===== src/hw/rtl/bab_pkg.sv =====
// Shared types, codes and sizes of the block allocation bitmap.
package bab_pkg;

    localparam int DEF_MAX_BLOCKS   = 1024;
    localparam int RESET_BLOCKS     = 1024;
    localparam int WORD_W           = 32;
    localparam int WORD_SH          = 5;
    localparam int CFG_W            = 11;
    localparam int FUNC_W           = 2;
    localparam int INDEX_W          = 10;
    localparam int STATUS_W         = 2;
    localparam int FOUND_W          = 10;
    localparam int COUNT_W          = 11;

    localparam logic [FUNC_W-1:0] FUNC_CHECK = 2'd0;
    localparam logic [FUNC_W-1:0] FUNC_MARK  = 2'd1;
    localparam logic [FUNC_W-1:0] FUNC_FREE  = 2'd2;
    localparam logic [FUNC_W-1:0] FUNC_FIND  = 2'd3;

    localparam logic [STATUS_W-1:0] STATUS_OK    = 2'd0;
    localparam logic [STATUS_W-1:0] STATUS_RANGE = 2'd1;
    localparam logic [STATUS_W-1:0] STATUS_FREE  = 2'd2;
    localparam logic [STATUS_W-1:0] STATUS_NONE  = 2'd3;

    typedef struct packed {
        logic [FUNC_W-1:0]  func;
        logic [INDEX_W-1:0] block_index;
    } req_t;

    typedef struct packed {
        logic [STATUS_W-1:0] status;
        logic [FOUND_W-1:0]  found_block;
        logic [COUNT_W-1:0]  free_count;
        logic [COUNT_W-1:0]  first_free;
    } rsp_t;

    typedef enum logic [2:0] {
        ST_CLEAR,
        ST_IDLE,
        ST_EXEC,
        ST_SCAN_ISSUE,
        ST_SCAN,
        ST_RESP
    } state_t;

    typedef struct packed {
        logic accept;
        logic clr_step;
        logic exec;
        logic scan_init;
        logic scan_step;
        logic res_load;
    } cmd_t;

    typedef struct packed {
        logic clr_last;
        logic need_scan;
        logic scan_done;
        logic rsp_free;
    } sts_t;

endpackage


===== src/hw/rtl/bab_ctrl.sv =====
// Controller state machine of the block allocation bitmap.
module bab_ctrl (
    input  logic          clk,
    input  logic          rst_n,
    input  logic          req_valid,
    output logic          req_ready,
    input  logic          cfg_we,
    input  bab_pkg::sts_t sts,
    output bab_pkg::cmd_t cmd
);

    bab_pkg::state_t state_reg;
    bab_pkg::state_t state_next;

    always_ff @(posedge clk or negedge rst_n)
    begin
        if (!rst_n)
        begin
            state_reg <= bab_pkg::ST_CLEAR;
        end
        else
        begin
            state_reg <= state_next;
        end
    end

    always_comb
    begin
        state_next = state_reg;
        cmd        = '0;
        req_ready  = 1'b0;
        case (state_reg)
            bab_pkg::ST_CLEAR:
            begin
                cmd.clr_step = 1'b1;
                if (sts.clr_last)
                begin
                    state_next = bab_pkg::ST_IDLE;
                end
            end
            bab_pkg::ST_IDLE:
            begin
                req_ready = 1'b1;
                if (req_valid)
                begin
                    cmd.accept = 1'b1;
                    state_next = bab_pkg::ST_EXEC;
                end
            end
            bab_pkg::ST_EXEC:
            begin
                cmd.exec = 1'b1;
                if (sts.need_scan)
                begin
                    state_next = bab_pkg::ST_SCAN_ISSUE;
                end
                else
                begin
                    state_next = bab_pkg::ST_RESP;
                end
            end
            bab_pkg::ST_SCAN_ISSUE:
            begin
                cmd.scan_init = 1'b1;
                state_next    = bab_pkg::ST_SCAN;
            end
            bab_pkg::ST_SCAN:
            begin
                cmd.scan_step = 1'b1;
                if (sts.scan_done)
                begin
                    state_next = bab_pkg::ST_RESP;
                end
            end
            bab_pkg::ST_RESP:
            begin
                if (sts.rsp_free)
                begin
                    cmd.res_load = 1'b1;
                    state_next   = bab_pkg::ST_IDLE;
                end
            end
            default:
            begin
                state_next = bab_pkg::ST_CLEAR;
            end
        endcase
        // A write of the block count formats the disk, so the map is swept again.
        if (cfg_we)
        begin
            state_next = bab_pkg::ST_CLEAR;
        end
    end

endmodule


===== src/hw/rtl/bab_dp.sv =====
// Datapath of the block allocation bitmap: word-wide map memory, counters and scan logic.
module bab_dp #(
    parameter int MAX_BLOCKS = bab_pkg::DEF_MAX_BLOCKS
) (
    input  logic                      clk,
    input  logic                      rst_n,
    input  bab_pkg::cmd_t             cmd,
    output bab_pkg::sts_t             sts,
    input  bab_pkg::req_t             req,
    input  logic                      cfg_we,
    input  logic [bab_pkg::CFG_W-1:0] cfg_wdata,
    input  logic                      rsp_ready,
    output logic                      rsp_valid,
    output bab_pkg::rsp_t             rsp
);

    localparam int WORD_W  = bab_pkg::WORD_W;
    localparam int WORD_SH = bab_pkg::WORD_SH;
    localparam int ROWS    = (MAX_BLOCKS + WORD_W - 1) / WORD_W;
    localparam int ROW_W   = (ROWS > 1) ? $clog2(ROWS) : 1;
    localparam int BLK_W   = ROW_W + WORD_SH;
    localparam int CW      = (BLK_W + 1 > bab_pkg::CFG_W) ? BLK_W + 1 : bab_pkg::CFG_W;
    localparam int RST_N   = (bab_pkg::RESET_BLOCKS > MAX_BLOCKS) ? MAX_BLOCKS
                                                                 : bab_pkg::RESET_BLOCKS;

    logic [WORD_W-1:0] map_mem [ROWS];
    logic [WORD_W-1:0] rd_word_reg;
    logic [ROW_W-1:0]  rd_addr;
    logic [ROW_W-1:0]  wr_addr;
    logic              wr_en;
    logic [WORD_W-1:0] wr_word;

    logic [bab_pkg::FUNC_W-1:0]   func_reg,   func_next;
    logic [CW-1:0]                idx_reg,    idx_next;
    logic [CW-1:0]                n_reg,      n_next;
    logic [CW-1:0]                free_reg,   free_next;
    logic [CW-1:0]                low_reg,    low_next;
    logic [bab_pkg::STATUS_W-1:0] status_reg, status_next;
    logic [CW-1:0]                found_reg,  found_next;
    logic [ROW_W-1:0]             scan_row_reg, scan_row_next;
    logic [ROW_W-1:0]             clr_row_reg,  clr_row_next;
    logic                         rsp_valid_reg, rsp_valid_next;
    bab_pkg::rsp_t                rsp_reg,    rsp_next;

    logic [CW-1:0]      in_idx;
    logic [CW-1:0]      cfg_n;
    logic [ROW_W-1:0]   idx_row;
    logic [WORD_SH-1:0] bit_sel;
    logic [WORD_W-1:0]  bit_mask;
    logic               cur_bit;
    logic               oor;
    logic               need_scan;

    logic [WORD_W-1:0]  cand;
    logic [WORD_SH-1:0] pe;
    logic               hit;
    logic [CW-1:0]      row_base;
    logic               last_row;
    logic               scan_done;
    logic [CW-1:0]      scan_pos;
    logic [CW-1:0]      scan_res;

    always_ff @(posedge clk)
    begin
        if (wr_en)
        begin
            map_mem[wr_addr] <= wr_word;
        end
        rd_word_reg <= map_mem[rd_addr];
    end

    assign in_idx   = CW'(req.block_index);
    assign cfg_n    = (CW'(cfg_wdata) > CW'(MAX_BLOCKS)) ? CW'(MAX_BLOCKS) : CW'(cfg_wdata);
    assign idx_row  = idx_reg[BLK_W-1:WORD_SH];
    assign bit_sel  = idx_reg[WORD_SH-1:0];
    assign bit_mask = WORD_W'(1) << bit_sel;
    assign cur_bit  = rd_word_reg[bit_sel];
    assign oor      = idx_reg >= n_reg;

    // A block is a candidate when it is free, at or after the start index and on the disk.
    always_comb
    begin
        logic [BLK_W-1:0] blk;
        cand = '0;
        blk  = '0;
        for (int b = 0; b < WORD_W; b++)
        begin
            blk     = {scan_row_reg, WORD_SH'(b)};
            cand[b] = !rd_word_reg[b] && (CW'(blk) >= idx_reg) && (CW'(blk) < n_reg);
        end
        pe = '0;
        for (int b = WORD_W - 1; b >= 0; b--)
        begin
            if (cand[b])
            begin
                pe = WORD_SH'(b);
            end
        end
    end

    assign hit       = |cand;
    assign row_base  = CW'({scan_row_reg, {WORD_SH{1'b0}}});
    assign last_row  = (row_base + CW'(WORD_W)) >= n_reg;
    assign scan_done = hit || last_row;
    assign scan_pos  = CW'({scan_row_reg, pe});
    assign scan_res  = hit ? scan_pos : n_reg;

    always_comb
    begin
        func_next      = func_reg;
        idx_next       = idx_reg;
        n_next         = n_reg;
        free_next      = free_reg;
        low_next       = low_reg;
        status_next    = status_reg;
        found_next     = found_reg;
        scan_row_next  = scan_row_reg;
        clr_row_next   = clr_row_reg;
        rsp_next       = rsp_reg;
        rsp_valid_next = rsp_valid_reg && !rsp_ready;
        wr_en          = 1'b0;
        wr_addr        = idx_row;
        wr_word        = rd_word_reg;
        rd_addr        = scan_row_reg;
        need_scan      = 1'b0;

        if (cmd.accept)
        begin
            func_next = req.func;
            idx_next  = in_idx;
            rd_addr   = in_idx[BLK_W-1:WORD_SH];
        end

        if (cmd.clr_step)
        begin
            wr_en        = 1'b1;
            wr_addr      = clr_row_reg;
            wr_word      = '0;
            clr_row_next = clr_row_reg + ROW_W'(1);
        end

        if (cmd.exec)
        begin
            status_next   = bab_pkg::STATUS_OK;
            found_next    = '0;
            scan_row_next = idx_row;
            if (oor)
            begin
                status_next = bab_pkg::STATUS_RANGE;
            end
            else
            begin
                case (func_reg)
                    bab_pkg::FUNC_CHECK:
                    begin
                        if (!cur_bit)
                        begin
                            status_next = bab_pkg::STATUS_FREE;
                        end
                    end
                    bab_pkg::FUNC_MARK:
                    begin
                        if (!cur_bit)
                        begin
                            wr_en   = 1'b1;
                            wr_word = rd_word_reg | bit_mask;
                            if (free_reg != '0)
                            begin
                                free_next = free_reg - CW'(1);
                            end
                        end
                        // Everything below the first free block is used, so the
                        // rescan can start at the block just taken.
                        if (idx_reg == low_reg)
                        begin
                            need_scan = 1'b1;
                        end
                    end
                    bab_pkg::FUNC_FREE:
                    begin
                        if (cur_bit)
                        begin
                            wr_en     = 1'b1;
                            wr_word   = rd_word_reg & ~bit_mask;
                            free_next = free_reg + CW'(1);
                        end
                        if (idx_reg < low_reg)
                        begin
                            low_next = idx_reg;
                        end
                    end
                    bab_pkg::FUNC_FIND:
                    begin
                        if (idx_reg < low_reg)
                        begin
                            if (low_reg < n_reg)
                            begin
                                found_next = low_reg;
                            end
                            else
                            begin
                                status_next = bab_pkg::STATUS_NONE;
                            end
                        end
                        else
                        begin
                            need_scan = 1'b1;
                        end
                    end
                    default:
                    begin
                        status_next = bab_pkg::STATUS_OK;
                    end
                endcase
            end
        end

        if (cmd.scan_init)
        begin
            rd_addr = scan_row_reg;
        end

        if (cmd.scan_step)
        begin
            rd_addr       = scan_row_reg + ROW_W'(1);
            scan_row_next = scan_row_reg + ROW_W'(1);
            if (scan_done)
            begin
                if (func_reg == bab_pkg::FUNC_MARK)
                begin
                    low_next = scan_res;
                end
                else if (hit)
                begin
                    found_next = scan_pos;
                end
                else
                begin
                    status_next = bab_pkg::STATUS_NONE;
                end
            end
        end

        if (cmd.res_load)
        begin
            rsp_next.status      = status_reg;
            rsp_next.found_block = found_reg[bab_pkg::FOUND_W-1:0];
            rsp_next.free_count  = free_reg[bab_pkg::COUNT_W-1:0];
            rsp_next.first_free  = low_reg[bab_pkg::COUNT_W-1:0];
            rsp_valid_next       = 1'b1;
        end

        if (cfg_we)
        begin
            n_next       = cfg_n;
            free_next    = cfg_n;
            low_next     = '0;
            clr_row_next = '0;
        end
    end

    always_ff @(posedge clk or negedge rst_n)
    begin
        if (!rst_n)
        begin
            n_reg         <= CW'(RST_N);
            free_reg      <= CW'(RST_N);
            low_reg       <= '0;
            clr_row_reg   <= '0;
            scan_row_reg  <= '0;
            rsp_valid_reg <= 1'b0;
        end
        else
        begin
            n_reg         <= n_next;
            free_reg      <= free_next;
            low_reg       <= low_next;
            clr_row_reg   <= clr_row_next;
            scan_row_reg  <= scan_row_next;
            rsp_valid_reg <= rsp_valid_next;
        end
    end

    always_ff @(posedge clk)
    begin
        func_reg   <= func_next;
        idx_reg    <= idx_next;
        status_reg <= status_next;
        found_reg  <= found_next;
        rsp_reg    <= rsp_next;
    end

    assign sts.clr_last  = clr_row_reg == ROW_W'(ROWS - 1);
    assign sts.need_scan = need_scan;
    assign sts.scan_done = scan_done;
    assign sts.rsp_free  = !rsp_valid_reg || rsp_ready;

    assign rsp_valid = rsp_valid_reg;
    assign rsp       = rsp_reg;

endmodule


===== src/hw/rtl/block_allocation_bitmap.sv =====
// Block allocation bitmap top level: request and response channels, block count register.
//
// Keeps one used/free bit per block in a map memory of 32-bit words, together with
// the free-block count and the lowest free index. After reset, and after every write of
// the block count (which formats the disk), the map is swept clean one word per cycle,
// during which no request is taken. Check, free, mark of a block other than the first
// free one, find from below the first free block and any request out of range need no
// scan: the execute state goes straight to the response state, which loads the output
// register once it is free. Mark of the first free block, and find from an index at or
// past the first free block, scan the map one word per cycle from the word of the
// index until a free block is hit or the last word of the disk is read. One request is
// worked on at a time; the next request is taken while a finished response still waits
// in the output register.
module block_allocation_bitmap #(
    parameter int MAX_BLOCKS = bab_pkg::DEF_MAX_BLOCKS
) (
    input  logic                      clk,
    input  logic                      rst_n,
    input  logic                      req_valid,
    output logic                      req_ready,
    input  bab_pkg::req_t             req,
    output logic                      rsp_valid,
    input  logic                      rsp_ready,
    output bab_pkg::rsp_t             rsp,
    input  logic                      cfg_we,
    input  logic [bab_pkg::CFG_W-1:0] cfg_wdata
);

    bab_pkg::cmd_t cmd;
    bab_pkg::sts_t sts;

    bab_ctrl u_ctrl (
        .clk       (clk),
        .rst_n     (rst_n),
        .req_valid (req_valid),
        .req_ready (req_ready),
        .cfg_we    (cfg_we),
        .sts       (sts),
        .cmd       (cmd)
    );

    bab_dp #(
        .MAX_BLOCKS (MAX_BLOCKS)
    ) u_dp (
        .clk       (clk),
        .rst_n     (rst_n),
        .cmd       (cmd),
        .sts       (sts),
        .req       (req),
        .cfg_we    (cfg_we),
        .cfg_wdata (cfg_wdata),
        .rsp_ready (rsp_ready),
        .rsp_valid (rsp_valid),
        .rsp       (rsp)
    );

endmodule


===== config.mk =====
export PLATFORM = sky130hd
export DESIGN_NAME = block_allocation_bitmap
export DESIGN_NICKNAME = d
export VERILOG_FILES = /design/src/hw/rtl/bab_pkg.sv /design/src/hw/rtl/bab_ctrl.sv /design/src/hw/rtl/bab_dp.sv /design/src/hw/rtl/block_allocation_bitmap.sv
export SDC_FILE = /design/constraint.sdc
export NUM_CORES = 2
export LEC_CHECK = 0
export ABC_AREA = 1
export BUFFER_PORTS_ARGS = -buffer_cell sky130_fd_sc_hd__buf_2
export CORE_AREA = 2 2 289 319
export CTS_CLUSTER_SIZE = 20
export DETAILED_ROUTE_END_ITERATION = 10
export DIE_AREA = 0 0 291 321
export GPL_TIMING_DRIVEN = 0
export PLACE_DENSITY = 0.78
export SKIP_CTS_REPAIR_TIMING = 1
export SLEW_MARGIN = 25
export SYNTH_ARGS = -nofsm -noshare
export SYNTH_HDL_FRONTEND = slang
export SYNTH_SLANG_ARGS = --single-unit

===== constraint.sdc =====
create_clock -name clk -period 3.9 [get_ports clk]
set_input_delay 0.78 -clock clk [delete_from_list [all_inputs] [get_ports clk]]
set_output_delay 0.78 -clock clk [all_outputs]
set_load 0.005 [all_outputs]

==> results.py <==
metrics = {
    "worst_setup_path": {
        "cp.buffers_inverters": 7,
        "cp.depth": 12,
        "crit_family": "buffers and inverters",
        "r2r_slack_ps": -410,
        "path_max_fanout": 10,
        "worstPathRequired_ps": 4400,
        "start_kind": "flop",
        "rr_worst_depth": 12,
        "crit_chain": "inv_1, nor2_2, buf_2, inv_1, nor2_1, inv_1, o21ai_0, clkbuf_2, inv_2, clkbuf_1, a311oi_2, a31oi_1",
        "reg2reg_to": "u_dp.rd_word_reg[10]$_DFF_P_",
        "crit_end": "u_dp.rd_word_reg[10]$_DFF_P_",
        "path_class": "flop to flop",
        "reg2reg_from": "u_ctrl.state_reg[2]$_DFFE_PN0P_",
        "crit_path_max_incr_delay_ps": 1020,
        "crit_slowest_cell": "a311oi_2",
        "cp-startpoint": "u_ctrl.state_reg[2]$_DFFE_PN0P_",
        "cp_common_cell": "inv_1",
        "worstPathArrival_ps": 4810,
        "worstSetupEndpointType": "flop",
    },
    "grt": {
        "gr-usage-met2": 0.519,
        "use_met3": 0.0773,
        "grt_overflow": 0,
        "met1_usage": 0.427,
        "grt_max_degree": 48,
        "grt_util_all_layers": 0.337,
        "grt_pass1_vias": 35600,
        "antenna_found_initial": 12,
        "grt_pass1_wl_um": 230000,
        "grt-busiest-layer": "met2",
    },
    "timing": {
        "hold_violations": 0,
        "skew_ps": 56.7,
        "drv_slew": 0,
        "post-route-period-util": 1.10,
        "maxSlewHeadroom": 0.231,
        "fmaxAchievable_ghz": 0.232,
        "fin_setup_tns_ps": -3630,
        "layout_setup_ws_ps": -408,
        "whs_ps": 111,
        "setup_viol": 38,
        "rsz0062_at_grt": "true",
        "worst_pin_slew_ps": 1150,
        "fin_crit_ps": 4310,
    },
    "pwr": {
        "power.density_nw_per_um2": 987,
        "worst_ir_drop_vdd_mv": 0.555,
        "leakage_uw": 0.0204,
    },
    "cts": {
        "insertion_delay_ps": 730,
        "cts_sinks": 1161,
        "htree_levels": 3,
        "tritoncts": "done",
        "cts.path.max_buffers": 3,
        "tritoncts.num_buffers": 109,
        "cts_root_buf": "clkbuf_16",
        "cts.clk_slew.worst_paths_ps": 60,
    },
    "place": {
        "gp_congestion": 1.03,
        "numPlacedInstances": 5379,
        "portBuffers": 63,
        "dp_hpwl_um": 111000,
    },
    "drt": {
        "drc_errors": 0,
        "detail-route-antenna-nets": 0,
        "vias": 38700,
        "drtPass1Iterations": 8,
        "wl_per_cell_um": 29.8,
        "avgViaCountPerCell": 6.79,
        "drt_wl_total_um": 170000,
        "drtIter0Drc": 6930,
    },
    "logic_synthesis": {
        "synth.distinct_cells": 61,
        "synth_top_cell_area_share": 0.654,
        "synthTopCellsByArea": "edfxtp_1, o21ai_0, nor2_1, o221ai_1, dfrtp_1",
        "yosysSeqAreaShare": 0.695,
        "avgSynthCellArea_um2": 12.1,
        "synth-edff-count": 1070,
        "synth-main-ff-cell": "edfxtp_1",
        "syn_nets": 4151,
        "synth_area_um2": 49200,
        "synthCells": 4058,
        "yosys_warnings": 0,
        "async_flop_share": 0.0405,
        "synth.largest_area_cell": "edfxtp_1",
        "ys_ff_latch": 1161,
    },
    "finish": {
        "largest_register_ff_count": 1024,
        "syn2layout_area_growth_pct": 20.7,
        "fillers": 6007,
        "final_net_count": 4521,
        "drive_gt1_frac": 0.169,
        "fin_cells": 5701,
    },
    "floorplanning": {
        "io_pins": 64,
        "die_x_um": 291,
        "fp-row-count": 116,
        "core_region_area_um2": 90400,
        "dieArea_um2": 93400,
        "start_util": 0.544,
        "die_h_um": 321,
    },
    "min_path": {
        "hold_path.class": "input pin to asynchronous set/reset pin",
    },
    "outcome": {
        "failed_checks": "negative setup slack",
        "status": "finished, violations left",
    },
    "flow_run": {
        "drv_cap": 0,
    },
}
[power by group]
part	switching [µW]	internal, µW
combinational	21600	7890
clock	4730	6350
sequential	815	17200
[per-layer routing]
layer / wire length [µm] / up-vias
li1: - / 16000
met1: 55400 / 18400
met2: 74500 / 3518
met3: 25300 / 740
met4: 14600 / 8
met5: 46 / -
[Yosys cell counts (all sizes together) (2+ instances only)]
cell type,instances
o221ai,231
o32ai,4
a311oi,33
clkbuf,231
o211ai,59
nor4,15
or2,2
dfrtp,45
and3,34
a22oi,8
o21ai,689
nand4,8
a211oi,9
inv,176
ha,64
o21bai,4
o2111ai,6
a221oi,11
buf,30
a2111oi,2
nand3,95
o31ai,9
nand2,306
clkinv,5
o41ai,2
dfxtp,44
nor2,679
a21oi,63
edfxtp,1070
xor2,5
dfstp,2
a31oi,40
o22ai,50
nor3,16
[logic make-up (layout without fill, tap and decap cells)]
logic type,after synthesis,count (layout),synth area share
simple gates,1157,1157,0.0970
other cells,0,3,0
buf+inv,442,901,0.0345
flops,1161,1161,0.695
fa+ha+maj,65,65,0.0167
xor+xnor,6,6,0.00107
compound gates,1227,1228,0.155
[stage by stage]
stage | setup slack (ps) | utilization | instance area, µm² | power [µW]
6_report | -408 | 0.656 | 59400 | 58600
2_1_floorplan | -294 | - | 49200 | 30900
3_3_place_gp | -3910 | 0.564 | 51000 | 40800
4_1_cts | -1130 | 0.632 | 57200 | 54000
3_5_place_dp | -1160 | 0.592 | 53500 | 43100
5_1_grt | -420 | 0.656 | 59400 | 59800
[layout make-up]
cell class,count,area (µm²),area share
Inverter,181,692,0.0117
Antenna cell,3,7.51,0.000126
Sequential cell,1161,34200,0.576
Tap cell,1180,1480,0.0249
Buffer,259,1200,0.0203
Multi-Input combinational cell,2456,14600,0.246
Clock buffer,131,2900,0.0489
Timing Repair Buffer,260,3490,0.0588
Clock inverter,70,776,0.0131
[worst register-to-register path, delay by kind of cell (launching register included)]
family                 cells  cell delay (ps)
AO/OA/AOI/OAI              3             1330
AND/OR/NAND/NOR            2              510
flip-flops                 1              450
buffers and inverters      7             1800
[layout by cell type (no fill, tap or decap), types with 36 or more instances in the layout]
master	count
nor2_1	626
buf_2	74
a31oi_1	36
nor2_4	43
dfxtp_1	44
o21ai_0	639
edfxtp_1	1070
clkbuf_1	146
clkbuf_2	85
a21oi_1	59
dfrtp_1	43
buf_16	54
ha_1	63
buf_4	94
o211ai_1	59
inv_1	153
buf_12	42
nand3_1	86
nand2_1	290
o22ai_1	50
o221ai_1	206
clkbuf_16	111
[worst min path at each step]
stage                                          start                            to  slack, ps  cells past startpoint
after global placement     u_dp.found_reg[3]$_DFF_P_        u_dp.rsp[25]$_DFFE_PP_        410                      0
after floorplan           u_dp.status_reg[0]$_DFF_P_        u_dp.rsp[32]$_DFFE_PP_        410                      0
after global routing                           rst_n  u_dp.free_reg[8]$_DFFE_PN0P_        150                      1
after CTS                                      rst_n  u_dp.free_reg[6]$_DFFE_PN0P_        120                      1
final                                          rst_n  u_dp.free_reg[6]$_DFFE_PN0P_        110                      1
after detailed placement   u_dp.found_reg[6]$_DFF_P_        u_dp.rsp[28]$_DFFE_PP_        420                      0
Note: power is estimated with default switching activity, not from simulation.
